===== config.mk =====
export PLATFORM = sky130hd
export DESIGN_NAME = sbls_queue
export DESIGN_NICKNAME = d
export VERILOG_FILES = /design/src/rtl/core/sbls_pkg.sv /design/src/rtl/core/sbls_queue.sv
export SDC_FILE = /design/constraint.sdc
export NUM_CORES = 1
export LEC_CHECK = 0
export ABC_AREA = 1
export BUFFER_PORTS_ARGS = -buffer_cell sky130_fd_sc_hd__buf_2
export CORE_MARGIN = 1.5
export CORE_UTILIZATION = 30
export CTS_CLUSTER_SIZE = 16
export DETAILED_ROUTE_END_ITERATION = 8
export GPL_ROUTABILITY_DRIVEN = 0
export GPL_TIMING_DRIVEN = 0
export HOLD_SLACK_MARGIN = 0.08
export PLACE_DENSITY_LB_ADDON = 0.15
export SYNTH_ARGS = -nofsm -noshare
export SYNTH_HDL_FRONTEND = slang
export SYNTH_SLANG_ARGS = --single-unit

===== constraint.sdc =====
create_clock -name clk -period 4.35 [get_ports clk]
set_clock_uncertainty 0.2 [all_clocks]
set_input_delay 0.435 -clock clk [delete_from_list [all_inputs] [get_ports clk]]
set_output_delay 0.435 -clock clk [all_outputs]
set_load 0.01 [all_outputs]

===== src/rtl/core/sbls_pkg.sv =====
package sbls_pkg;

	// Field widths
	localparam int unsigned LIGHT_W  = 20;
	localparam int unsigned CORNER_W = 14;
	localparam int unsigned ADDR_W   = 14;
	localparam int unsigned PIX_W    = 8;
	localparam int unsigned LEVEL_W  = 6;
	localparam int unsigned MODE_W   = 2;
	localparam int unsigned MIP_W    = 2;
	localparam int unsigned IN_DATA_W = 88;

	// Input item kinds
	localparam logic [MODE_W-1:0] MODE_LOAD  = 2'd0;
	localparam logic [MODE_W-1:0] MODE_START = 2'd1;
	localparam logic [MODE_W-1:0] MODE_TEXEL = 2'd2;

	// Light step shift at mip level zero
	localparam logic [2:0] SHIFT_BASE = 3'd4;

	// Queue between front and back
	localparam int unsigned QUEUE_DEPTH = 4;
	localparam int unsigned QPTR_W      = 2;

	// One request from front to back: a colormap write or a colormap lookup
	typedef struct packed {
		logic              is_write;
		logic [ADDR_W-1:0] addr;
		logic [PIX_W-1:0]  value;
		logic              row_end;
		logic              block_end;
	} req_t;

	// Queue status toward the top level
	typedef struct packed {
		logic full;
		logic empty;
	} q_stat_t;

endpackage


===== src/rtl/core/sbls_queue.sv =====
module sbls_queue (
	input  logic               clk,
	input  logic               arst_n,
	input  logic               push,
	input  sbls_pkg::req_t     push_req,
	input  logic               pop,
	output sbls_pkg::req_t     head,
	output sbls_pkg::q_stat_t  stat
);
	import sbls_pkg::*;

	localparam logic [QPTR_W:0] COUNT_FULL = (QPTR_W + 1)'(QUEUE_DEPTH);

	req_t              slot_q [QUEUE_DEPTH];
	logic [QPTR_W-1:0] wr_ptr_q, rd_ptr_q;
	logic [QPTR_W:0]   count_q;
	logic              do_push, do_pop;

	assign stat.full  = count_q == COUNT_FULL;
	assign stat.empty = count_q == '0;
	assign head       = slot_q[rd_ptr_q];

	assign do_push = push && !stat.full;
	assign do_pop  = pop && !stat.empty;

	// Store incoming requests
	always_ff @(posedge clk) begin
		if (do_push) begin
			slot_q[wr_ptr_q] <= push_req;
		end
	end

	// Advance pointers and occupancy
	always_ff @(posedge clk or negedge arst_n) begin
		if (!arst_n) begin
			wr_ptr_q <= '0;
			rd_ptr_q <= '0;
			count_q  <= '0;
		end else begin
			if (do_push) begin
				wr_ptr_q <= wr_ptr_q + QPTR_W'(1);
			end
			if (do_pop) begin
				rd_ptr_q <= rd_ptr_q + QPTR_W'(1);
			end
			case ({do_push, do_pop})
				2'b10:   count_q <= count_q + (QPTR_W + 1)'(1);
				2'b01:   count_q <= count_q - (QPTR_W + 1)'(1);
				default: count_q <= count_q;
			endcase
		end
	end

endmodule


# == After elaboration in Yosys (flattened, before gate mapping) ==
# Memories as Yosys holds them, arrays and structs flattened.
# Cells that the tools add are included.
# word_totals
memories,1
register_bits,7
elab_cells,20
output_inout_bits,27
mem_bits_rw,100
# mem_list
memory,words,word_bits,rd,rd_clocked_by_memory_dff,write_ports,line_no,source
slot_q,4,25,1,0,1,sbls_queue.sv:14,req_t slot_q [QUEUE_DEPTH];
# op_classes
mux,3
n_reduce_logical,6
n_eq_ne,3
add_sub_neg,4
# op_table
op,count
case mux 3 bit (2 select lines),1
adder 2 x 1 -> 2 bit (second input constant),2
adder 3 x 1 -> 3 bit (second input constant),1
== test 3 bit (second input constant),1
zero test 3 bit,1
subtractor 3 x 1 -> 3 bit (second input constant),1
== test 2 x 1 -> 1 bit (second input constant),1
== test 2 bit (second input constant),1
logical AND 1 bit,2
zero test 1 bit,2
two-way mux 1 bit,2
nonzero test 2 bit,1

# == Logic depth before layout (Yosys ltp) ==
# logic_depth
ltp_word,5
depth_mapped,12
depth_no_buf,12

# == Worst setup path after synthesis ==
# OpenSTA, ideal clock, no wires.
# synth_timing
kind,register -> register
startpoint,register count_q[0]
endpoint,"memory slot_q[0][0] (netlist name), enable pin"
stages_incl_launch_ff,5
path_buffers,0
setup_slack_ps,1971
setup_time_ps,407
arrival_ps,1772
path_cell_list,dfrtp_1 inv_1 nand3_1 nand2_1 nor2_1
# synth_via
elab_chain_cells,5
# synth_rtl
element,line_no,source
start: declaration,sbls_queue.sv:16,logic [QPTR_W:0] count_q;
start signal: assignment,sbls_queue.sv:47,2'b10: count_q <= count_q + (QPTR_W + 1)'(1);
start signal: assignment,sbls_queue.sv:48,2'b01: count_q <= count_q - (QPTR_W + 1)'(1);
start signal: assignment,sbls_queue.sv:49,default: count_q <= count_q;
== test 3 bit,sbls_queue.sv:19,assign stat.full = count_q == COUNT_FULL;
zero test 1 bit,sbls_queue.sv:23,assign do_push = push && !stat.full;
logical AND 1 bit,sbls_queue.sv:23,
two-way mux 1 bit,sbls_queue.sv:28,if (do_push) begin
two-way mux 1 bit (not written as such),sbls_queue.sv:29,slot_q[wr_ptr_q] <= push_req;
end: declaration,sbls_queue.sv:14,
# Every way passes these cells.

==> results.md <==
- Synth warn: 0
- Post-route cell area: approximately 5300 um^2
- Fin crit period: 2.40 ns
- CTS Buffer Depth: 2
- P per Cell Area: roughly 660 nW/um^2
- #FFs+latches synth: 107
- Vias/cell: 4.40
- I/O Buffers: 55
- CP max stage delay: 0.44 ns
- Setup CP Type: flop to output port
- CP required: 3.71 ns
- Startpoint Class: flop
- Leakage: 2.18 nW
- Largest net degree at the start of global routing: 26
- Overflow after GRT: 0
- Post-synthesis cell area: 4460 um^2
- Post-synth cell types: 18
- Layout cell share with drive strength beyond 1: a little over a fifth
- Number of post-CTS setup repair buffers: 0
- Die area: 15600 um^2
- Worst EP arrival: roughly 1.8 ns
- Finished Layout Cells: approximately 600
- Drt drc: 0
- I/O pins: 56
- Min Hold Slack: around 0.11 ns
- Class of the worst hold path: input pin to flop
- Setup TNS Final: 0 ns
- Post-Place Cells: 592
- TritonCTS Sinks: 107
- CTS tree: yes
- Worst Path Max Fanout: 10
- Core Util, Final: 36.3%
- Filler cells: 1439
- Worst-path clk slew: 0.07 ns
- TritonCTS Buffers: 9
- Total Routing Usage GR: 12.8%
- Cell mode on critical path: nand2_1
- Core area: 14500 um^2
- H-tree depth: 3
- Antenna Cells: 0
- Die Ht: 125 um
- Number of global-route vias before repair: 2686
- DR pass1 iterations: 4
- Rows: 44
- Multi-input logic area: 927 um^2
- Final #Nets: 455
- Max Slew Vio Count: 0
- DP Area: 5000 um^2
- Final setup viols: 0
- Final cycle utilization of the critical path: 55.1%
- Vias: 2680
- Slew HR: 40.9%
- WL final: 9360 um
- RSZ-0062 raised after global routing: false
- Slowest cell on the critical path: clkbuf_1
- Initial antenna violation count: 1
- Initial DRC Count: 191
- Synth-to-Final Area Change: 18.1%
- Worst-Skew Late Latency: 0.34 ns
- Fmax: 417 MHz
- Post-synthesis sequential area ratio: between 70% and 80%
- Final hold vios: 0
- Initial core utilization: 30.7%
- Mapped Nets: 388
- Seq. cell area: 3180 um^2
- Status: finished clean
- Dpl hpwl: 5800 um
- Worst-margin pin slew: 0.885 ns
- Die span in x: ~120 um
- First-pass GRT wire length: 14900 um
- Mapped Avg Cell Area: 12.6 um^2
- Max VDD drop: approximately 290 uV
- Worst Setup End Kind: output port
- Cells after synthesis: 353
- Resized Gates After CTS: 0
- Per-cell routed wire length: 15.4 um
- Antenna-violating nets left: 0
- CP cell instances: inv_2 > clkbuf_1 > nand2_1 > o211ai_1 > nand2_1 > buf_2
- Max-Cap Viols: 0
- Clock root cell: clkbuf_16
[placed cells by master, fill, tap and decap left out]
cell           instances
o211ai_1              46
nor2_4                 4
clkbuf_1               8
ha_1                   5
buf_6                  8
inv_1                 65
dlygate4sd3_1          1
clkbuf_16              9
nand3_1                7
dfrtp_1                7
buf_2                 58
clkbuf_8               1
buf_4                  3
o211ai_2               4
xnor2_1                1
nand2_1               93
inv_2                  2
nand4_1                1
o21ai_0                1
edfxtp_1             100
fa_1                   1
[worst paths after layout]
check                             from      endpoint  slack (ns)  cells past startpoint
setup reg to reg            count_q[0]    count_q[2]        1.99                     10
hold / removal             push_req[3]  slot_q[0][3]        0.11                      1
min in group asynchronous       arst_n   wr_ptr_q[0]        0.26                      2
setup / recovery           rd_ptr_q[0]       head[2]        1.95                      6
max in group asynchronous       arst_n    count_q[0]        3.52                      2
hold reg to reg             count_q[0]    count_q[0]        0.29                      1
[synthesized netlist by cell type]
cell type / instances / area [um^2]
inv_1: 65 / 244
o211ai_1: 46 / 345
o21ai_0: 1 / 5.00
fa_1: 1 / 20.0
xnor2_1: 1 / 8.76
dfrtp_1: 7 / 175
buf_6: 8 / 90.1
buf_4: 3 / 22.5
clkbuf_1: 2 / 7.51
nor2_1: 4 / 15.0
nand2_1: 93 / 349
ha_1: 5 / 62.6
nand3_1: 7 / 35.0
o211ai_2: 4 / 50.1
buf_2: 3 / 15.0
nand4_1: 1 / 6.26
inv_2: 2 / 7.51
edfxtp_1: 100 / 3000
[timing repair]
item / 4_1_cts / 5_1_grt
hold buffers: 1 / 0
endpoints found under the setup margin: 0 / 0
hold endpoints to repair: 7 / 0
[power breakdown]
part | total (mW) | internal, mW | switching, mW
Combinational | 1.33 | 0.470 | 0.861
Clock | 0.742 | 0.406 | 0.336
Sequential | 1.42 | 1.36 | 0.0592
Total | 3.50 | 2.24 | 1.26
[cells by family after synthesis]
kind of cell	synth area share, %
adders and majority gates	1.85
xor gates and xnor gates	0.196
buffers and inverters	8.67
DFF	71.2
AOI/OAI and AO/OA	8.97
and+or+nand+nor	9.09
[critical path, delay by kind of cell (launching register included)]
kind                   cells  cell delay, ns
AOI/OAI and AO/OA          1            0.12
buffers and inverters      3            0.67
DFF                        1            0.41
and+or+nand+nor            2            0.21
[per-stage QoR]
step	setup WS [ns]	total power, mW
floorplan	1.97	2.29
global placement	0.931	2.78
detailed placement	2.02	2.82
CTS	1.91	3.57
global route	1.79	3.75
finish	1.95	3.50
[layer usage]
layer	share of wire (%)	vias to the layer above	GRT usage, %
li1	-	1337	-
met1	48	1288	16.9
met2	46	41	20.1
met3	3.7	12	3.12
met4	1.8	2	5.75
met5	0.11	-	0
[layout make-up]
| cell class | count | area share [%] |
|---|---|---|
| clock buffer | 16 | 4.96 |
| sequential | 107 | 60.3 |
| inverter | 67 | 4.77 |
| tap | 184 | 4.37 |
| timing repair buffer | 56 | 5.41 |
| multi-input combinational | 163 | 17.6 |
| buffer | 16 | 2.56 |
[registers in the layout (all words and copies together) (netlist names)]
| name | flops |
|---|---|
| slot_q | 100 |
| count_q | 3 |
| wr_ptr_q | 2 |
| rd_ptr_q | 2 |
Power figures use the tool's default switching activity.
