[config.mk]
export PLATFORM = sky130hd
export DESIGN_NAME = sbls_front
export DESIGN_NICKNAME = d
export VERILOG_FILES = /design/src/rtl/core/sbls_pkg.sv /design/src/rtl/core/sbls_front.sv
export SDC_FILE = /design/constraint.sdc
export NUM_CORES = 1
export LEC_CHECK = 0
export BUFFER_PORTS_ARGS = -buffer_cell sky130_fd_sc_hd__buf_2
export CORE_ASPECT_RATIO = 1.75
export CORE_MARGIN = 2
export CORE_UTILIZATION = 60
export DETAILED_ROUTE_END_ITERATION = 6
export GPL_TIMING_DRIVEN = 0
export PLACE_DENSITY = 0.8
export SYNTH_ARGS = -nofsm -noshare
export SYNTH_HDL_FRONTEND = slang
export SYNTH_SLANG_ARGS = --single-unit
[constraint.sdc]
create_clock -name clk -period 12.9 [get_ports clk]
set_clock_uncertainty 0.1 [all_clocks]
set_input_delay 3.87 -clock clk [delete_from_list [all_inputs] [get_ports clk]]
set_output_delay 3.87 -clock clk [all_outputs]
set_load 0.005 [all_outputs]
[src/rtl/core/sbls_pkg.sv]
package sbls_pkg;

	// Field widths
	localparam int unsigned LIGHT_W  = 20;
	localparam int unsigned CORNER_W = 14;
	localparam int unsigned ADDR_W   = 14;
	localparam int unsigned PIX_W    = 8;
	localparam int unsigned LEVEL_W  = 6;
	localparam int unsigned MODE_W   = 2;
	localparam int unsigned MIP_W    = 2;
	localparam int unsigned IN_DATA_W = 88;

	// Input item kinds
	localparam logic [MODE_W-1:0] MODE_LOAD  = 2'd0;
	localparam logic [MODE_W-1:0] MODE_START = 2'd1;
	localparam logic [MODE_W-1:0] MODE_TEXEL = 2'd2;

	// Light step shift at mip level zero
	localparam logic [2:0] SHIFT_BASE = 3'd4;

	// Queue between front and back
	localparam int unsigned QUEUE_DEPTH = 4;
	localparam int unsigned QPTR_W      = 2;

	// One request from front to back: a colormap write or a colormap lookup
	typedef struct packed {
		logic              is_write;
		logic [ADDR_W-1:0] addr;
		logic [PIX_W-1:0]  value;
		logic              row_end;
		logic              block_end;
	} req_t;

	// Queue status toward the top level
	typedef struct packed {
		logic full;
		logic empty;
	} q_stat_t;

endpackage

[src/rtl/core/sbls_front.sv]
module sbls_front #(
	parameter int unsigned LIGHT_LEVELS   = 64,
	parameter int unsigned BLOCK_EDGE_MAX = 16
) (
	input  logic                                clk,
	input  logic                                arst_n,
	input  logic                                cfg_wr_en,
	input  logic [sbls_pkg::MIP_W-1:0]          cfg_wr_data,
	input  logic                                in_valid,
	input  logic [sbls_pkg::MODE_W-1:0]         in_mode,
	input  logic [sbls_pkg::IN_DATA_W-1:0]      in_data,
	input  logic                                q_full,
	output logic                                push,
	output sbls_pkg::req_t                      push_req
);
	import sbls_pkg::*;

	localparam int unsigned CNT_W = (BLOCK_EDGE_MAX > 1) ? $clog2(BLOCK_EDGE_MAX) : 1;
	localparam int unsigned CMP_W = CNT_W + 1;
	localparam logic [CMP_W-1:0] EDGE_MAX = CMP_W'(BLOCK_EDGE_MAX);
	localparam logic [LEVEL_W:0] LEVEL_LIMIT = (LEVEL_W + 1)'(LIGHT_LEVELS);
	localparam logic [LEVEL_W-1:0] LEVEL_TOP = LEVEL_W'(LIGHT_LEVELS - 1);

	logic [MIP_W-1:0]          mip_q;
	logic signed [LIGHT_W-1:0] left_light_q, right_light_q;
	logic signed [LIGHT_W-1:0] left_step_q, right_step_q;
	logic signed [LIGHT_W-1:0] run_light_q, run_step_q;
	logic [CNT_W-1:0]          col_q, row_q;

	logic                      accept;
	logic [2:0]                shift;
	logic [ADDR_W-1:0]         tbl_index;
	logic [PIX_W-1:0]          tbl_value;
	logic [CORNER_W-1:0]       c_tl, c_tr, c_bl, c_br;
	logic [PIX_W-1:0]          texel;
	logic signed [LIGHT_W-1:0] tl, tr, bl, br;
	logic signed [LIGHT_W-1:0] new_left, new_right;
	logic [LEVEL_W-1:0]        level;
	logic [CMP_W-1:0]          edge_len, col_next, row_next;
	logic                      row_end, block_end;

	// Unpack the data word
	assign tbl_index = in_data[13:0];
	assign tbl_value = in_data[21:14];
	assign c_tl      = in_data[35:22];
	assign c_tr      = in_data[49:36];
	assign c_bl      = in_data[63:50];
	assign c_br      = in_data[77:64];
	assign texel     = in_data[85:78];

	assign tl = LIGHT_W'(c_tl);
	assign tr = LIGHT_W'(c_tr);
	assign bl = LIGHT_W'(c_bl);
	assign br = LIGHT_W'(c_br);

	assign accept = in_valid && !q_full;
	assign shift  = SHIFT_BASE - {1'b0, mip_q};

	// Saturate the light level taken from bits 13..8
	always_comb begin
		level = run_light_q[13:8];
		if ({1'b0, level} >= LEVEL_LIMIT) begin
			level = LEVEL_TOP;
		end
	end

	// Block edge length and end-of-row / end-of-block tests
	always_comb begin
		edge_len = EDGE_MAX >> mip_q;
		if (edge_len == '0) begin
			edge_len = CMP_W'(1);
		end
		col_next  = {1'b0, col_q} + CMP_W'(1);
		row_next  = {1'b0, row_q} + CMP_W'(1);
		row_end   = col_next >= edge_len;
		block_end = row_end && (row_next >= edge_len);
	end

	assign new_left  = left_light_q + left_step_q;
	assign new_right = right_light_q + right_step_q;

	// Forward colormap writes and lookups to the back
	always_comb begin
		push              = accept && (in_mode == MODE_LOAD || in_mode == MODE_TEXEL);
		push_req.is_write = in_mode == MODE_LOAD;
		push_req.addr     = (in_mode == MODE_LOAD) ? tbl_index : {level, texel};
		push_req.value    = tbl_value;
		push_req.row_end  = row_end;
		push_req.block_end = block_end;
	end

	// Hold the mip level
	always_ff @(posedge clk or negedge arst_n) begin
		if (!arst_n) begin
			mip_q <= '0;
		end else if (cfg_wr_en) begin
			mip_q <= cfg_wr_data;
		end
	end

	// Advance the interpolation state
	always_ff @(posedge clk or negedge arst_n) begin
		if (!arst_n) begin
			left_light_q  <= '0;
			right_light_q <= '0;
			left_step_q   <= '0;
			right_step_q  <= '0;
			run_light_q   <= '0;
			run_step_q    <= '0;
			col_q         <= '0;
			row_q         <= '0;
		end else if (accept) begin
			case (in_mode)
				MODE_START: begin
					left_light_q  <= tl;
					right_light_q <= tr;
					left_step_q   <= (bl - tl) >>> shift;
					right_step_q  <= (br - tr) >>> shift;
					run_light_q   <= tr;
					run_step_q    <= (tl - tr) >>> shift;
					col_q         <= '0;
					row_q         <= '0;
				end
				MODE_TEXEL: begin
					if (row_end) begin
						col_q         <= '0;
						row_q         <= block_end ? '0 : row_next[CNT_W-1:0];
						left_light_q  <= new_left;
						right_light_q <= new_right;
						run_light_q   <= new_right;
						run_step_q    <= (new_left - new_right) >>> shift;
					end else begin
						col_q       <= col_next[CNT_W-1:0];
						run_light_q <= run_light_q + run_step_q;
					end
				end
				default: begin
				end
			endcase
		end
	end

endmodule

# [After elaboration in Yosys (flattened, before gate mapping)]
# Cells that the tools add are included.
[totals] regBits=130 input_bits=97 output_inout_bits=26 elab_cells=55
[classes] add_sub_neg=10 n_lt_le_gt_ge=2 n_eq_ne=3 n_shift=5 muxes=15 n_reduce_logical=11
[op_table] cell="20-bit case mux with 2 select lines" n=4
[op_table] cell="20-bit two-way mux" n=4
[op_table] cell="20-bit adder" n=3
[op_table] cell="15-bit by 3-bit >>> shifter with 20-bit output" n=3
[op_table] cell="14-bit by 14-bit subtractor with 15-bit output" n=3
[op_table] cell="20-bit by 3-bit >>> shifter with 20-bit output" n=1
[op_table] cell="20-bit subtractor" n=1
[op_table] cell="4-bit case mux with 2 select lines" n=2
[op_table] cell="14-bit two-way mux" n=1
[op_table] cell="4-bit two-way mux" n=3
[op_table] cell="4-bit by 1-bit adder with 5-bit output (second input constant)" n=2
[op_table] cell="5-bit >= comparator" n=2
[op_table] cell="5-bit logical NOT" n=1
[op_table] cell="5-bit two-way mux" n=1
[op_table] cell="5-bit by 2-bit >> shifter with 5-bit output (first input constant)" n=1
[op_table] cell="2-bit AND reduction" n=2
[op_table] cell="1-bit logical AND" n=3
[op_table] cell="3-bit AND reduction" n=1
[op_table] cell="3-bit by 2-bit subtractor with 3-bit output (first input constant)" n=1
[op_table] cell="2-bit by 1-bit == test with 1-bit output (second input constant)" n=1
[op_table] cell="2-bit == test (second input constant)" n=1
[op_table] cell="2-bit logical NOT" n=1
[op_table] cell="2-bit inequality test (second input constant)" n=1
[op_table] cell="2-bit nonzero test" n=1
[op_table] cell="other kinds (2)" n=2

# [Depth between registers and ports, before layout]
# Gate-level depths: netlist (run 1).
[logic_depth] depth_word=8 ltp_mapped=23 depth_no_buf=23

# [Worst setup path after synthesis (run 1)]
# OpenSTA, ideal clock, no wires.
[synth_path] kind="input-to-output" startpoint="input in_mode[0] (netlist name)" endpoint="output push" t_arrival_ps=5341 slack_ps=3589 path_stages=7 n_path_buf=4 cell_sequence="inv_1 > ha_1 > clkbuf_1 > buf_1 > clkbuf_1 > clkbuf_1 > o21a_1"
[synth_between] elab_chain_len=3 elab_cells_between_ends=4 cone_classes="1 x eq/ne; 3 x reduce/logical"
[synth_rtl] item="from (decl)" line_no="sbls_front.sv:10" rtl="input logic [sbls_pkg::MODE_W-1:0] in_mode,"
[synth_rtl] item="2-bit == test or 2-bit logical NOT (tied branches)" line_no="sbls_front.sv:84" rtl="push = accept && (in_mode == MODE_LOAD || in_mode == MODE_TEXEL);"
[synth_rtl] item="1-bit logical OR (*)" line_no="sbls_front.sv:84"
[synth_rtl] item="1-bit logical AND (*)" line_no="sbls_front.sv:84"
[synth_rtl] item="to (decl)" line_no="sbls_front.sv:13" rtl="output logic push,"
# Every way passes the cells marked *; elsewhere a longest branch is shown, timed or not.

# [Worst setup path after layout (run 1)]
# Ends and elaborated chain as after synthesis.

==> results of run 1 <==
-- through the flow --
stage          total power (uW)  util (%)  cells  instance area (um2)
2_1_floorplan              2204         -   1431                11600
3_3_place_gp               2691     65.47   1784                12460
3_5_place_dp               2736     65.65   1785                12490
4_1_cts                    3047     67.22   1800                12790
5_1_grt                    3340     67.22   1800                12790
6_report                   3099     67.22   1800                12790
-- layout by cell type (no fill, tap or decap), types with 19 or more instances in the layout --
cell type and count:
or3_1 21, xor2_1 31, inv_1 84, o21ai_0 123, nor3_1 22, a211oi_1 31, clkbuf_1 53, nand3_1 19
nand2b_1 20, a21oi_1 102, xnor2_1 50, o211ai_1 20, mux2_2 23, nor2_1 109, dfrtp_1 108, buf_2 112
mux2i_1 51, nand2_1 138, ha_1 128, a21o_1 22
-- worst max-delay path by stage --
| stage | slack (ns) | cells after the start | end |
|---|---|---|---|
| final | 2.04 | 9 | push |
| after global routing | 2.10 | 18 | push_req[0] |
| after CTS | 2.22 | 9 | push |
| after detailed placement | 2.23 | 9 | push |
| after global placement | 2.20 | 9 | push |
| after floorplan | 3.59 | 7 | push |
-- power breakdown --
group          switching, uW  internal [uW]
Sequential              83.9            440
Clock                    148            156
Combinational           1330            943
Total                   1560           1540
-- logic make-up (layout without fill, tap and decap cells) --
group / after synthesis / after routing / share of synthesized area (%)
AND/OR/NAND/NOR: 403 / 403 / 16.18
XOR/XNOR: 82 / 82 / 6.257
AO/OA/AOI/OAI: 464 / 464 / 26.12
multiplexers: 79 / 79 / 7.606
buffers and inverters: 160 / 288 / 5.513
adder cells (fa/ha/maj): 135 / 135 / 15.02
flip-flops: 108 / 108 / 23.30
-- critical path, delay by kind of cell --
kind,cells,cell delay [ns]
buffers and inverters,7,2.65
adder cells (fa/ha/maj),1,0.14
AO/OA/AOI/OAI,1,0.22
-- layout make-up --
class                      count  area (um2)
multi-input combinational   1163        8255
sequential                   108        2703
clock buffer                  10       239.0
clock inverter                 5       60.06
inverter                      86       322.8
tap                          241       301.5
timing repair buffer         113       594.3
fill                        1670        6237
buffer                        74       316.6
-- state kept, by name (all words and copies together), names as in the netlist --
| name | cells |
|---|---|
| col_q | 4 |
| left_step_q | 15 |
| right_light_q | 20 |
| run_step_q | 14 |
| left_light_q | 20 |
| run_light_q | 14 |
| right_step_q | 15 |
| row_q | 4 |
| mip_q | 2 |
-- routing by layer --
metal / vias up / share of wire, % / global-route usage [%]
met3: 221 / 7.6 / 6.708
met1: 5533 / 35 / 43.82
met5: - / 0 / 0
li1: 5445 / - / -
met4: 0 / 8.6 / 31.26
met2: 602 / 49 / 68.68
==> run_results.csv, run 1 <==
group,metric,value,unit
outcome,status,"complete, no violations",
placed_design,dp_hpwl,31590,um
logic_synthesis,synthArstFlopShare,100.0,%
timing,finalMaxSlewViolations,0,
logic_synthesis,yosysUniqueCellTypes,81,
placed_design,place_ws,2.235,ns
grt,grt_max_degree,69,
grt,grt_overflow_total,0,
pwr,power.density,242.3,nW/um2
drt,vias,11800,
die,io_pins,123,
clocking,cts-root-buf,"clkbuf_16",
timing,hold-worst-slack,0.3955,ns
clocking,cts_htree_levels,3,
drt,postRouteAntennaNets,0,
pwr,leakagePower,0.006091,uW
timing,slew_headroom,21.12,%
grt,antenna_found_initial,0,
clocking,cts_buffers,9,
timing,fmax,92.09,MHz
clocking,clock_path_buffers,2,
clocking,postCtsSetupBuffers,0,
clocking,clock_sinks,108,
logic_synthesis,synth_area_per_cell,8.104,um2
logic_synthesis,syn_inst,1431,
die,die_h,187.9,um
critical_path,cp-start-kind,"input port",
logic_synthesis,synth_edf_count,0,
grt,grt_usage,40.58,%
timing,layout_setup_ws,2.041,ns
cells_and_area,antennaDiodeCount,0,
critical_path,crit_path_start,"in_mode[0]",
timing,rsz0062_at_grt,"false",
cells_and_area,layout-drive-gt1-share,12.32,%
placed_design,gp_congestion,1.006,
die,start_util,60.94,%
critical_path,reg2reg_depth,19,
die,rows,67,
critical_path,r2r-start,"mip_q[0]",
clocking,cts_tree,"built",
timing,hold_violations,0,
timing,tns,0,ns
logic_synthesis,seq_area_frac_synth,23.30,%
timing,fin_crit_sh,84.18,%
critical_path,r2r_end,"left_light_q[10]",
clocking,clk-insertion-delay-late,0.38,ns
flow_run,max-cap-violations,0,
die,coreArea,19030,um2
critical_path,critPathMaxFanout,10,
clocking,clkTransAtPathRegs,0.07,ns
die,die_area,20500,um2
min_path,holdPathStages,2,
critical_path,required,8.93,ns
timing,max_slew.worst_pin.slew,1.175,ns
drt,vias_per_cell,6.556,
logic_synthesis,yosysWarningCount,0,
placed_design,portBuffers,112,
logic_synthesis,ys_top_cells_by_count,"138 x nand2_1, 128 x ha_1, 123 x o21ai_0, 109 x nor2_1, 108 x dfrtp_1",
logic_synthesis,ys.flop_type,"dfrtp_1",
logic_synthesis,synth_fp_nets,1663,
critical_path,r2r_slack,5.29,ns
logic_synthesis,synth_area,11600,um2
logic_synthesis,synth_largest_area_cell,"dfrtp_1",
critical_path,cp_slowest_cell,"clkbuf_1",
cells_and_area,final_net_count,1787,
critical_path,arrival,6.89,ns
logic_synthesis,yosysMostFrequentCell,"nand2_1",
drt,drcViolationCount,0,
logic_synthesis,synth.area.top_cells,"dfrtp_1 23%, ha_1 14%, o21ai_0 5.3%, nand2_1 4.5%, a21oi_1 4.4%",
drt,first_pass_iters,6,
drt,drt_iter0_drc,909,
critical_path,critical-path-max-stage-delay,0.65,ns
min_path,min_to,"left_light_q[13]",
critical_path,cpMostUsedCell,"clkbuf_1",
timing,setup-violations-final,0,
clocking,cts_hold_buf,0,
grt,grt_pass1_wl,62670,um
critical_path,cp_cell_sequence,"buf_2 > inv_1 > ha_1 > clkbuf_1 > buf_1 > clkbuf_1 > clkbuf_1 > o21a_1 > buf_2",
drt,wl,40220,um
pwr,worst_ir_drop_vdd,138.1,uV
logic_synthesis,synth_top_area_share,23.30,%
die,die_width,109.1,um
clocking,cts-resized-gates,0,
grt,grt_pass1_vias,12150,
critical_path,worstSetupEndpointType,"output pin",
logic_synthesis,ys_ff_latch,108,
drt,wl_per_cell,22.35,um
critical_path,worstSetupPathType,"input port to output pin",
min_path,hp-class,"flop to flop",
min_path,hold_start,"left_light_q[13]",
timing,finalCriticalPeriod,10.86,ns
cells_and_area,area.growth.synth_to_final,10.30,%
(Power assumes the default switching activity.)
==> inputs of run 2 (changes only) <==
--- a/config.mk
+++ b/config.mk
@@ -8,10 +8,10 @@
 export BUFFER_PORTS_ARGS = -buffer_cell sky130_fd_sc_hd__buf_2
 export CORE_ASPECT_RATIO = 1.75
 export CORE_MARGIN = 2
-export CORE_UTILIZATION = 60
+export CORE_UTILIZATION = 55
 export DETAILED_ROUTE_END_ITERATION = 6
 export GPL_TIMING_DRIVEN = 0
-export PLACE_DENSITY = 0.8
+export PLACE_DENSITY = 0.77
 export SYNTH_ARGS = -nofsm -noshare
 export SYNTH_HDL_FRONTEND = slang
 export SYNTH_SLANG_ARGS = --single-unit
==> constraint.sdc (replaced) <==
create_clock -name clk -period 9.7 [get_ports clk]
set_clock_uncertainty 0.1 [all_clocks]
set_input_delay 2.91 -clock clk [delete_from_list [all_inputs] [get_ports clk]]
set_output_delay 2.91 -clock clk [all_outputs]
set_load 0.005 [all_outputs]
==> run 2 against run 1 <==
  * Sequential cell count unchanged
  * Utilization is 5.7 points lower
  * Non-clock buffer count unchanged
  * Via count down 0.12%
  * Global-route usage decreased by 4.1 points
  * Sequential share of layout area barely moved
  * Routed wire length up 0.48%
  * Critical endpoint is now push_req[1]
  * Highest routed layer unchanged
==> run_results.csv, run 2 (synthesis results as in run 1) <==
group,metric,value,unit
timing,finalCriticalPeriod,9.422,ns
min_path,hp-class,"flop to flop",
clocking,postCtsSetupBuffers,0,
timing,finalMaxSlewViolations,0,
timing,max_slew.worst_pin.slew,0.9870,ns
die,die_area,22310,um2
timing,hold_violations,0,
clocking,cts-root-buf,"clkbuf_16",
timing,fin_crit_sh,97.13,%
drt,vias,11790,
cells_and_area,area.growth.synth_to_final,10.13,%
cells_and_area,multi_input_area,8255,um2
grt,grt_overflow_total,0,
drt,drt_iter0_drc,758,
cells_and_area,layout_common_cells,"138 x nand2_1, 128 x ha_1, 123 x o21ai_0",
cells_and_area,final_net_count,1787,
clocking,cts_hold_buf,0,
pwr,leakagePower,0.006075,uW
pwr,power.density,320.1,nW/um2
clocking,cts-resized-gates,0,
cells_and_area,reg_top3,"left_light_q (20), right_light_q (20)",
drt,vias_per_cell,6.516,
timing,setup-violations-final,0,
drt,wl_per_cell,22.34,um
clocking,clock_path_buffers,2,
cells_and_area,layout-drive-gt1-share,12.20,%
clocking,cts_tree,"built",
timing,layout_setup_ws,0.2783,ns
clocking,cts_buffers,9,
clocking,clk-insertion-delay-late,0.39,ns
clocking,clock_sinks,108,
die,coreArea,20760,um2
grt,grt_pass1_vias,12030,
drt,wl,40410,um
timing,slew_headroom,34.20,%
critical_path,arrival,6.41,ns
cells_and_area,fin_util,61.53,%
drt,first_pass_iters,6,
placed_design,gp_congestion,1.002,
placed_design,place_ws,0.8690,ns
pwr,worst_ir_drop_vdd,143.5,uV
timing,rsz0062_at_grt,"false",
die,rows,70,
grt,grt_max_degree,73,
grt,grt_usage,36.53,%
critical_path,critPathMaxFanout,12,
die,die_h,196.1,um
drt,drcViolationCount,0,
die,start_util,55.87,%
clocking,clkTransAtPathRegs,0.07,ns
critical_path,worstSetupPathType,"flop to output pin",
cells_and_area,seq_area,2703,um2
die,die_width,113.8,um
critical_path,worstSetupEndpointType,"output pin",
cells_and_area,fillers,1929,
outcome,status,"complete, no violations",
placed_design,place_area,12510,um2
timing,fmax,106.1,MHz
grt,antenna_found_initial,1,
placed_design,dp_hpwl,32210,um
timing,tns,0,ns
critical_path,cp-start-kind,"flop",
grt,grt_pass1_wl,61880,um
cells_and_area,finalInstanceArea,12770,um2
clocking,cts_htree_levels,3,
placed_design,portBuffers,112,
cells_and_area,antennaDiodeCount,0,
die,io_pins,123,
critical_path,required,6.69,ns
flow_run,max-cap-violations,0,
cells_and_area,mostFrequentLayoutCell,"nand2_1",
drt,postRouteAntennaNets,0,
-- run 2: cell types whose count changed in the layout (fill, tap and decap cells not counted) --
cell / previous run / this run
bufinv_16: 1 / 0
inv_6: 2 / 0
clkbuf_8: 1 / 2
-- run 2: area by class of cell --
class	count	area share [%]
buffer	74	2.478
multi-input combinational	1163	64.64
clock buffer	11	1.979
sequential	108	21.16
clock inverter	2	0.09796
timing repair buffer	113	4.653
inverter	86	2.527
tap	252	2.469
-- run 2: path summary, 6_finish.rpt --
| check | depth (start not counted) | slack (ns) | endpoint | start |
|---|---|---|---|---|
| worst max-delay path | 18 | 0.28 | push_req[1] | mip_q[0] |
| worst min-delay path | 2 | 0.39 | right_light_q[15] | right_light_q[15] |
| worst max register to register | 19 | 2.36 | left_light_q[13] | mip_q[0] |
| worst min register to register | 2 | 0.39 | right_light_q[15] | right_light_q[15] |
| max in group asynchronous | 2 | 6.44 | run_light_q[13] | arst_n |
| min in group asynchronous | 1 | 2.32 | left_step_q[3] | arst_n |
-- run 2: report_power, final --
part | switching [uW] | internal [uW] | leakage (uW)
Combinational | 1760 | 1260 | 0.00459
Clock | 191 | 184 | 0.000129
Sequential | 111 | 585 | 0.00136
-- run 2: metal layers --
| layer | vias up | track usage, % | wire, um |
|---|---|---|---|
| li1 | 5437 | - | - |
| met1 | 5569 | 37.78 | 14030 |
| met2 | 582 | 64.29 | 20170 |
| met3 | 199 | 6.673 | 2867 |
| met4 | 0 | 27.91 | 3342 |
| met5 | - | 0 | 0 |
-- run 2: worst max-delay path, cell delays in order, from the launching register on --
cell      delay, ns
dfrtp_1        0.51
clkinv_1       0.24
clkbuf_1       0.66
buf_1          0.80
ha_1           0.27
clkbuf_1       0.43
clkbuf_1       0.51
nor2b_1        0.21
ha_1           0.31
nand2b_1       0.14
a21oi_1        0.14
nor2b_1        0.05
o21ai_0        0.13
nand2b_1       0.07
a21oi_1        0.57
inv_1          0.29
clkbuf_1       0.34
buf_4          0.22
buf_2          0.11
-- run 2: stage by stage --
step	hold slack (ns)	cells	total power, uW
after floorplan	0.3538	1431	2932
after global placement	0.3701	1795	3589
after detailed placement	0.3768	1796	3656
after CTS	0.3929	1809	4040
after global routing	0.4226	1809	4397
final	0.3903	1809	4089
